File: src/hdl/sbn_pkg.sv
// Package for the stroke box normalizer.
// Holds the fixed stroke-number width and the one-pixel minimum span.
// No dependencies.
package sbn_pkg;

  localparam int STROKE_W = 6;
  localparam logic [STROKE_W-1:0] STROKE_MAX = 6'd63;
  localparam int ONE_PIXEL = 16;

endpackage

File: src/hdl/sbn_ram.sv
// Generic single-port-write, single-port-read RAM with registered read data.
// Used for the point store of the stroke box normalizer. No dependencies.
module sbn_ram #(
  parameter int WIDTH = 8,
  parameter int DEPTH = 16
) (
  input  logic                                 clk,
  input  logic                                 wr_en,
  input  logic [(DEPTH > 1 ? $clog2(DEPTH) : 1)-1:0] wr_addr,
  input  logic [WIDTH-1:0]                     wr_data,
  input  logic [(DEPTH > 1 ? $clog2(DEPTH) : 1)-1:0] rd_addr,
  output logic [WIDTH-1:0]                     rd_data
);

  logic [WIDTH-1:0] mem [DEPTH];

  always_ff @(posedge clk) begin
    if (wr_en) begin
      mem[wr_addr] <= wr_data;
    end
    rd_data <= mem[rd_addr];
  end

endmodule

File: src/hdl/stroke_box_normalizer_unit.sv
// Stroke box normalizer: buffers the pen points of one character and emits them
// scaled and centred onto a square canvas. Depends on sbn_pkg and sbn_ram.
//
//   channel  | handshake        | beat contents
//   ---------+------------------+-----------------------------------------------
//   point in | start, busy      | x_pos, y_pos, stroke_end, char_end
//   result   | done (strobe)    | stroke_index, canvas_x, canvas_y, last, overflow
//
// A point without char_end is taken while idle and busy stays low.
// On char_end the block goes busy: S_SPAN and S_PAD set up the box, then each
// buffered point passes S_FETCH and, once per axis, S_TERM, S_MUL, S_NUM and the
// one-bit-a-cycle restoring divider S_DIV that is shared between the x and y coordinates.
// Each result is shown for one cycle on done; the receiver cannot stall it.
// Reset is synchronous and clears the point count, box, stroke number and flag.
module stroke_box_normalizer_unit
  import sbn_pkg::*;
#(
  parameter int MAX_POINTS = 64,
  parameter int CANVAS     = 256,
  parameter int COORD_BITS = 16
) (
  input  logic                          clk,
  input  logic                          rst,
  input  logic                          start,
  output logic                          busy,
  input  logic [COORD_BITS-1:0]         x_pos,
  input  logic [COORD_BITS-1:0]         y_pos,
  input  logic                          stroke_end,
  input  logic                          char_end,
  output logic                          done,
  output logic [STROKE_W-1:0]           stroke_index,
  output logic [$clog2(CANVAS)-1:0]     canvas_x,
  output logic [$clog2(CANVAS)-1:0]     canvas_y,
  output logic                          last,
  output logic                          overflow
);

  localparam int QW   = $clog2(CANVAS);
  localparam int CB   = COORD_BITS;
  localparam int NW   = CB + 1 + QW;
  localparam int CW   = $clog2(MAX_POINTS + 1);
  localparam int AW   = MAX_POINTS > 1 ? $clog2(MAX_POINTS) : 1;
  localparam int DW   = 2 * CB + STROKE_W;
  localparam int QCW  = QW > 1 ? $clog2(QW) : 1;
  localparam logic [QW-1:0] CMUL   = QW'(CANVAS - 1);
  localparam logic [CW-1:0] CAP    = CW'(MAX_POINTS);
  localparam logic [CB-1:0] MINSPAN = CB'(ONE_PIXEL);

  typedef enum logic [2:0] {
    S_IDLE, S_SPAN, S_PAD, S_FETCH, S_TERM, S_MUL, S_NUM, S_DIV
  } state_t;

  state_t              state;
  logic [CW-1:0]       point_count;
  logic [CW-1:0]       idx;
  logic [CB-1:0]       min_x, min_y, max_x, max_y;
  logic [CB-1:0]       ext_x, ext_y, span, pad_x, pad_y;
  logic [CB:0]         den;
  logic [STROKE_W-1:0] stroke_counter;
  logic                dropped_flag;
  logic                axis;
  logic [CB:0]         term;
  logic [NW-1:0]       prod;
  logic [CB:0]         rem;
  logic [QW-1:0]       num_low;
  logic [QW-1:0]       quo;
  logic [QCW-1:0]      step;

  logic                accept, store_pt, ends;
  logic [DW-1:0]       wr_data, rd_data;
  logic [CB-1:0]       rd_x, rd_y, sel_v, sel_lo, sel_pad, diff;
  logic [STROKE_W-1:0] rd_stroke;
  logic [NW-1:0]       num;
  logic [CB+1:0]       trial;
  logic [CB+1:0]       trial_sub;
  logic                qbit;
  logic [QW:0]         quo_shift;
  logic [QW-1:0]       quo_next;
  logic                last_pt;

  assign busy     = (state != S_IDLE);
  assign accept   = start && !busy;
  assign store_pt = accept && (point_count < CAP);
  assign ends     = stroke_end || char_end;
  assign wr_data  = {x_pos, y_pos, stroke_counter};

  sbn_ram #(
    .WIDTH(DW),
    .DEPTH(MAX_POINTS)
  ) u_store (
    .clk    (clk),
    .wr_en  (store_pt),
    .wr_addr(point_count[AW-1:0]),
    .wr_data(wr_data),
    .rd_addr(idx[AW-1:0]),
    .rd_data(rd_data)
  );

  assign rd_x      = rd_data[DW-1 -: CB];
  assign rd_y      = rd_data[STROKE_W +: CB];
  assign rd_stroke = rd_data[STROKE_W-1:0];

  assign sel_v   = axis ? rd_y : rd_x;
  assign sel_lo  = axis ? min_y : min_x;
  assign sel_pad = axis ? pad_y : pad_x;
  assign diff    = sel_v - sel_lo;

  assign num       = prod + NW'(span);
  assign trial     = {rem, num_low[QW-1]};
  assign trial_sub = trial - {1'b0, den};
  assign qbit      = (trial >= {1'b0, den});
  assign quo_shift = {quo, qbit};
  assign quo_next  = quo_shift[QW-1:0];
  assign last_pt   = ((idx + CW'(1)) == point_count);

  always_ff @(posedge clk) begin
    if (rst) begin
      state          <= S_IDLE;
      point_count    <= '0;
      min_x          <= '0;
      min_y          <= '0;
      max_x          <= '0;
      max_y          <= '0;
      stroke_counter <= '0;
      dropped_flag   <= 1'b0;
      done           <= 1'b0;
      idx            <= '0;
      axis           <= 1'b0;
    end else begin
      done <= 1'b0;
      case (state)
        S_IDLE: begin
          if (accept) begin
            if (store_pt) begin
              if (point_count == '0) begin
                min_x <= x_pos;
                max_x <= x_pos;
                min_y <= y_pos;
                max_y <= y_pos;
              end else begin
                if (x_pos < min_x) min_x <= x_pos;
                if (x_pos > max_x) max_x <= x_pos;
                if (y_pos < min_y) min_y <= y_pos;
                if (y_pos > max_y) max_y <= y_pos;
              end
              point_count <= point_count + CW'(1);
            end else begin
              dropped_flag <= 1'b1;
            end
            if (ends && stroke_counter != STROKE_MAX) begin
              stroke_counter <= stroke_counter + STROKE_W'(1);
            end
            if (char_end) begin
              state <= S_SPAN;
            end
          end
        end
        S_SPAN: begin
          ext_x <= max_x - min_x;
          ext_y <= max_y - min_y;
          state <= S_PAD;
        end
        S_PAD: begin
          if (ext_x < MINSPAN && ext_y < MINSPAN) begin
            span  <= MINSPAN;
            pad_x <= MINSPAN - ext_x;
            pad_y <= MINSPAN - ext_y;
            den   <= {MINSPAN, 1'b0};
          end else if (ext_x > ext_y) begin
            span  <= ext_x;
            pad_x <= '0;
            pad_y <= ext_x - ext_y;
            den   <= {ext_x, 1'b0};
          end else begin
            span  <= ext_y;
            pad_x <= ext_y - ext_x;
            pad_y <= '0;
            den   <= {ext_y, 1'b0};
          end
          idx   <= '0;
          axis  <= 1'b0;
          state <= S_FETCH;
        end
        S_FETCH: begin
          state <= S_TERM;
        end
        S_TERM: begin
          term  <= {diff, 1'b0} + (CB+1)'(sel_pad);
          state <= S_MUL;
        end
        S_MUL: begin
          prod  <= NW'(term) * NW'(CMUL);
          state <= S_NUM;
        end
        S_NUM: begin
          rem     <= num[NW-1:QW];
          num_low <= num[QW-1:0];
          quo     <= '0;
          step    <= QCW'(QW - 1);
          state   <= S_DIV;
        end
        S_DIV: begin
          rem     <= qbit ? trial_sub[CB:0] : trial[CB:0];
          num_low <= num_low << 1;
          quo     <= quo_next;
          step    <= step - QCW'(1);
          if (step == '0) begin
            if (!axis) begin
              canvas_x <= quo_next;
              axis     <= 1'b1;
              state    <= S_TERM;
            end else begin
              canvas_y     <= quo_next;
              stroke_index <= rd_stroke;
              last         <= last_pt;
              overflow     <= dropped_flag;
              done         <= 1'b1;
              axis         <= 1'b0;
              idx          <= idx + CW'(1);
              if (last_pt) begin
                point_count    <= '0;
                min_x          <= '0;
                min_y          <= '0;
                max_x          <= '0;
                max_y          <= '0;
                stroke_counter <= '0;
                dropped_flag   <= 1'b0;
                state          <= S_IDLE;
              end else begin
                state <= S_FETCH;
              end
            end
          end
        end
        default: begin
          state <= S_IDLE;
        end
      endcase
    end
  end

  a_idle_result_is_last: assert property (@(posedge clk) disable iff (rst)
    done && !busy |-> last)
    else $error("result shown while idle is not the final one");

  a_char_end_goes_busy: assert property (@(posedge clk) disable iff (rst)
    start && !busy && char_end |=> busy)
    else $error("character end did not start the output phase");

  a_count_bounded: assert property (@(posedge clk) disable iff (rst)
    point_count <= CAP)
    else $error("point count beyond buffer capacity");

  a_single_cycle_result: assert property (@(posedge clk) disable iff (rst)
    done |=> !done)
    else $error("results on adjacent cycles");

endmodule
File: config.mk
export PLATFORM = sky130hd
export DESIGN_NAME = stroke_box_normalizer_unit
export DESIGN_NICKNAME = d
export VERILOG_FILES = /design/src/hdl/sbn_pkg.sv /design/src/hdl/sbn_ram.sv /design/src/hdl/stroke_box_normalizer_unit.sv
export SDC_FILE = /design/constraint.sdc
export NUM_CORES = 2
export LEC_CHECK = 0
export BUFFER_PORTS_ARGS = -buffer_cell sky130_fd_sc_hd__clkbuf_2
export CORE_ASPECT_RATIO = 1.75
export CORE_MARGIN = 2
export CORE_UTILIZATION = 40
export CTS_BUF_LIST = sky130_fd_sc_hd__clkbuf_4 sky130_fd_sc_hd__clkbuf_8 sky130_fd_sc_hd__clkbuf_16
export DETAILED_ROUTE_END_ITERATION = 10
export GPL_TIMING_DRIVEN = 0
export PLACE_DENSITY_LB_ADDON = 0.3
export REMOVE_ABC_BUFFERS = 1
export SYNTH_ARGS = -nofsm -noshare
export SYNTH_HDL_FRONTEND = slang
export SYNTH_SLANG_ARGS = --single-unit
File: constraint.sdc
create_clock -name clk -period 6.2 [get_ports clk]
set_input_delay 0.93 -clock clk [delete_from_list [all_inputs] [get_ports clk]]
set_output_delay 0.93 -clock clk [all_outputs]
set_load 0.05 [all_outputs]
---- Word level (Yosys, flattened, before mapping) ----
Memories as Yosys holds them, arrays and structs flattened. A register that Yosys moved wholly into a read port is not among the register bits.
Cells that the tools add are included.
word-level totals
  memories ................................ 1
  output and inout bits ................... 26
  RAM bits ................................ 2,432
  logic and storage cells ................. 179
  register bits ........................... 288
  input bits .............................. 37
memories
  memory       words  width  read ports  clocked after memory_dff  wr ports  RTL line       RTL
  u_store.mem  64     38     1           1                         1         sbn_ram.sv:15  logic [WIDTH-1:0] mem [DEPTH];
operators by class
  multiply operators ...................... 1
  bitwise logic cells ..................... 4
  mux-type cells .......................... 70
  equal/unequal tests ..................... 21
  $add $sub $neg .......................... 14
  reduce and logical (&&, ||, !) cells .... 31
  order comparisons ....................... 9
operators by type and width
  operator                                                      count
  2-to-1 mux 16 bit                                             27
  case mux 16 bit (2 select lines)                              4
  subtractor 16 bit                                             5
  2-to-1 mux 7 bit                                              7
  > comparator 16 bit                                           3
  case mux 7 bit (2 select lines)                               3
  2-to-1 mux 17 bit                                             2
  case mux 17 bit (2 select lines)                              1
  less-than comparator 16 bit                                   2
  less-than comparator 16 x 5 -> 1 bit (second input constant)  2
  subtractor 5 x 16 -> 16 bit (first input constant)            2
  2-to-1 mux 6 bit                                              5
  AND reduction 7 bit                                           4
  adder 25 x 16 -> 25 bit                                       1
  multiplier 17 x 8 -> 25 bit (second input constant)           1
  case mux 3 bit (8 select lines)                               1
  greater-or-equal comparator 18 x 17 -> 1 bit                  1
  AND reduction 6 bit                                           3
  adder 17 x 16 -> 17 bit                                       1
  subtractor 17 bit                                             1
  != test 2 bit (second input constant)                         8
  case mux 8 bit (2 select lines)                               1
  adder 7 x 1 -> 7 bit (second input constant)                  2
  == test 3 bit (second input constant)                         4
  26 further kinds                                              59

---- Longest topological paths before layout ----
  depth after elaboration ................. 7
  gate-level depth with buffers ........... 22
  gate-level depth less buffers ........... 20

---- By module ----
From an unflattened synthesis, not the netlist that was laid out.
unflattened totals
  cell total of the unflattened synthesis .. 6,299
  area, all modules ....................... 115,007.8 µm²
by module, submodules not included
  module                      sequential area each (µm²)  area each (µm²)  cells each  instances
  sbn_ram                     73,790.8                    93,055.5         3,993       1
  stroke_box_normalizer_unit  7,236.9                     21,952.3         2,306       1

---- Least setup slack after synthesis ----
Ideal clock, no wire load.
  path type ............................... in2reg
  start point ............................. in rst
  end point ............................... reg pad_x[0], enable pin
  data required time ...................... 5.628 ns
  slack ................................... -0.213 ns
  stages .................................. 3
  setup time .............................. 0.572 ns
  path buffers ............................ 2
  arrival ................................. 5.841 ns
  cell sequence ........................... clkbuf_1 clkbuf_1 nor4_1
on the way
  word-level cells in the longest chain between the ends .. 2
ends and longest elaborated chain
  item                                  RTL line                           RTL
  start: declaration                    stroke_box_normalizer_unit.sv:23   input logic rst,
  inverter 1 bit (no source line)       -
  AND reduction 2 bit (no source line)  -
  end signal: assignment                stroke_box_normalizer_unit.sv:166  pad_x <= MINSPAN - ext_x;
  end signal: assignment                stroke_box_normalizer_unit.sv:176  pad_x <= ext_y - ext_x;
  end: declaration                      stroke_box_normalizer_unit.sv:57   logic [CB-1:0] ext_x, ext_y, span, pad_x, pad_y;
No other way between the ends.
A chain may end at the register's enable or synchronous reset.

---- Worst setup path after layout ----
  start point ............................. reg axis
  end point ............................... reg term[16], data pin
on the way
  word-level cells in the longest chain between the ends .. 3
  elaborated cells between the ends (all ways) .. 5
  classes of those cells .................. add/sub (2); mux (3)
ends and longest elaborated chain
  item                                  RTL line                                                              RTL
  start: declaration                    stroke_box_normalizer_unit.sv:61                                      logic axis;
  start signal: assignment              stroke_box_normalizer_unit.sv:128                                     axis <= 1'b0;
  start signal: assignment              stroke_box_normalizer_unit.sv:181                                     axis <= 1'b0;
  start signal: assignment              stroke_box_normalizer_unit.sv:210                                     axis <= 1'b1;
  2-to-1 mux 16 bit (on tied branches)  stroke_box_normalizer_unit.sv:103, stroke_box_normalizer_unit.sv:104
  subtractor 16 bit                     stroke_box_normalizer_unit.sv:106                                     assign diff = sel_v - sel_lo;
  adder 17 x 16 -> 17 bit *             stroke_box_normalizer_unit.sv:188                                     term <= {diff, 1'b0} + (CB+1)'(sel_pad);
  end signal: assignment                stroke_box_normalizer_unit.sv:188
  end: declaration                      stroke_box_normalizer_unit.sv:62                                      logic [CB:0] term;
Every way passes the cells marked *; elsewhere a longest branch is shown, timed or not.

==> results_dict.tcl <==
set metrics [dict create \
    max-vdd-ir-drop_v 0.000212 \
    cts_tree "done" \
    fin_setup_tns_ns 0 \
    clock_latency_ns 0.91 \
    ys.flop_type "edfxtp_1" \
    p_total_mw 40.9 \
    relSlewSlack 0.0592 \
    reg2reg_from "axis" \
    fin_crit_ns 6.03 \
    cts_resized 2 \
    synthTopCellsByArea "edfxtp_1, mux4_2, ha_1" \
    p_sw_mw 9.77 \
    status "finished, final reports clean" \
    slew_violations 0 \
    power_frac_seq 0.514 \
    gr-total-overflow 0 \
    fp.dieH_um 710 \
    avgSynthCellArea_sq_um 19.8 \
    root_buffer "clkbuf_16" \
    firstDrtPassIters 6 \
    path_max_fanout 48 \
    numCtsBuffers 234 \
    drive_gt1_frac 0.258 \
    rsz0062_at_grt "false" \
    finalSetupViolations 0 \
    synthTopCellsByCount "edfxtp_1, mux4_2, inv_1" \
    whs_endpoint "stroke_index[5]" \
    ys_seq_elements 2741 \
    yosysSeqAreaShare 0.711 \
    r2r_end "term[16]" \
    antenna_found_initial 18 \
    grt_util_all_layers 0.201 \
    ys_warn_count 0 \
    grt_pass1_wl_mm 419 \
    hold_path.startpoint "u_store.rd_data[5]" \
    syn_inst 5770 \
    die-width_um 407 \
    crit_arrival_ns 6.63 \
    power.internal_mw 31.1 \
    p_per_area_mw_per_mm2 311 \
    cap_violations 0 \
    post_cts_buffers 0 \
    route.detailed.drc 0 \
    cts.clk_slew.worst_paths_ns 0.08 \
    synthesis.area_sq_mm 0.114 \
    dieArea_sq_mm 0.289 \
    r2r_setup_slack_ns 0.17 \
    cp-startpoint "axis" \
    combPwrFrac 0.116 \
    start_util 0.401 \
    core_area_sq_mm 0.284 \
    worst_slew_pin_slew_ns 1.41 \
    power_leakage_nw 41.5 \
    synth_cell_type_count 76 \
    min_path_cells 0 \
    via_per_inst 5.66 \
    place_congestion 0.883 \
    fin_crit_sh 0.972 \
    yosysTopAreaCell "edfxtp_1" \
    critical_path.startpoint_type "flop" \
    worstRegToRegCells 19 \
    swShare 0.239 \
    vias 56700 \
    place_area_sq_mm 0.123 \
    fmax_mhz 166 \
    synth.top_cell.area_share 0.688 \
    boundaryPins 63 \
    clock_skew_ns 0.0605 \
    whs_ns 0.413 \
    syn2layout_area_growth_pct 15.2 \
    cts_max_path_buffers 4 \
    synth_edf_count 2613 \
    worstHoldPathType "flop to flop" \
    cts_max_level 4 \
    ant_nets 0 \
    fill_cells 23600 \
    dp_hpwl_mm 185 \
    nets 6391 \
    path_class "flop to flop" \
    p_clk_frac 0.370 \
    drt_iter0_drc 5577 \
    async_flop_share 0 \
    cp-end-kind "flop" \
    ctsHoldBuffers 0 \
    grt_pass1_vias 58900 \
    required_ns 6.80 \
    wl_mm 295 \
    finalInstanceArea_sq_mm 0.131 \
    synthMostInstantiatedCell "edfxtp_1" \
    grt_max_degree 71 \
    routedWlPerCell_um 29.4 \
    io_buffers 62 \
    hold_violations 0 \
    cts.sinks 2741 \
    rows 259 \
]
==> power groups by stage <==
stage | Clock, mW | Sequential [mW] | Combinational, mW
after floorplan | 0 | 21.3 | 3.26
after CTS | 15.4 | 21.0 | 4.71
after global placement | 0 | 21.5 | 4.44
final | 15.1 | 21.0 | 4.72
after global routing | 16.0 | 21.0 | 5.28
after detailed placement | 0 | 21.4 | 4.69
==> metal layers <==
layer  up-vias  share of wire  track usage
li1      23800              -            -
met5         -        0.00030            0
met1     30500           0.37        0.240
met2      1825           0.53        0.365
met3       601          0.052       0.0255
met4        14          0.047       0.0878
==> through the flow <==
stage	setup slack (ns)	util	cells
global route	0.00485	0.462	10000
floorplan	-23.75	-	5519
detailed placement	-0.416	0.433	9561
global placement	-38.77	0.416	9365
CTS	0.141	0.461	9991
finish	0.171	0.462	10000
==> sequential cells by signal, summed over array words and instances (netlist names), 7 cells and up <==
register	cells
rem	17
min_x	16
max_y	16
span	16
canvas_y	8
min_y	16
num_low	8
term	17
quo	7
prod	25
max_x	16
pad_x	16
u_store.rd_data	38
u_store.mem	2432
canvas_x	8
pad_y	16
ext_x	16
point_count	7
idx	7
ext_y	16
==> layout by cell type (no fill, tap or decap), drive strengths merged, types with 23 or more instances in the layout <==
cell type / n
a21oi: 147
nor3: 37
a21o: 45
fa: 83
clkinv: 91
clkbuf: 340
nand3: 48
mux4: 786
bufinv: 23
ha: 237
edfxtp: 2613
xor2: 62
dfxtp: 128
inv: 297
o21a: 23
o21ai: 107
a211oi: 26
and2: 32
buf: 238
nand2b: 29
nand2: 136
nor2: 256
mux2: 45
nand4: 23
xnor2: 91
mux2i: 66
==> worst max-delay path, cell delays in order (launching register included) <==
cell	delay, ns
dfxtp_4	0.45
buf_16	0.32
mux2i_4	0.57
ha_1	0.27
inv_1	0.06
fa_1	0.45
a21o_1	0.17
a21oi_1	0.24
nor2b_1	0.08
o21ai_0	0.35
nand2_1	0.17
and3_1	0.23
or3_1	0.40
xor2_1	0.23
ha_1	0.30
o41ai_1	0.61
o21ai_0	0.28
a21o_1	0.23
a21oi_1	0.16
xnor2_1	0.07
==> cells by family (layout without fill, tap and decap cells) <==
family / count (synthesis) / in the layout / synth area share
compound gates: 471 / 471 / 0.0263
xor+xnor: 155 / 155 / 0.0122
fa+ha+maj: 320 / 320 / 0.0406
buf+inv: 542 / 1000 / 0.0182
flops: 2741 / 2741 / 0.711
mux: 897 / 897 / 0.166
other cells: 0 / 10 / 0
simple gates: 644 / 644 / 0.0262
==> final cells by class <==
class                           count  area [sq um]  share of cell area
Multi-Input combinational cell   2487         31400               0.239
Clock inverter                    131          1300             0.00991
Tap cell                         3784          4730              0.0361
Inverter                          291          1090             0.00832
Timing Repair Buffer              279          5080              0.0387
Clock buffer                      299          6530              0.0497
Antenna cell                       10          25.0            0.000191
Sequential cell                  2741         81100               0.618
==> worst max-delay path by stage <==
stage	to	slack, ns
floorplan	max_y[0]	-23.75
global placement	max_y[15]	-38.77
detailed placement	term[16]	-0.42
CTS	term[16]	0.14
global route	term[16]	0.005
finish	term[16]	0.17
Note: power is estimated with default switching activity, not from simulation.
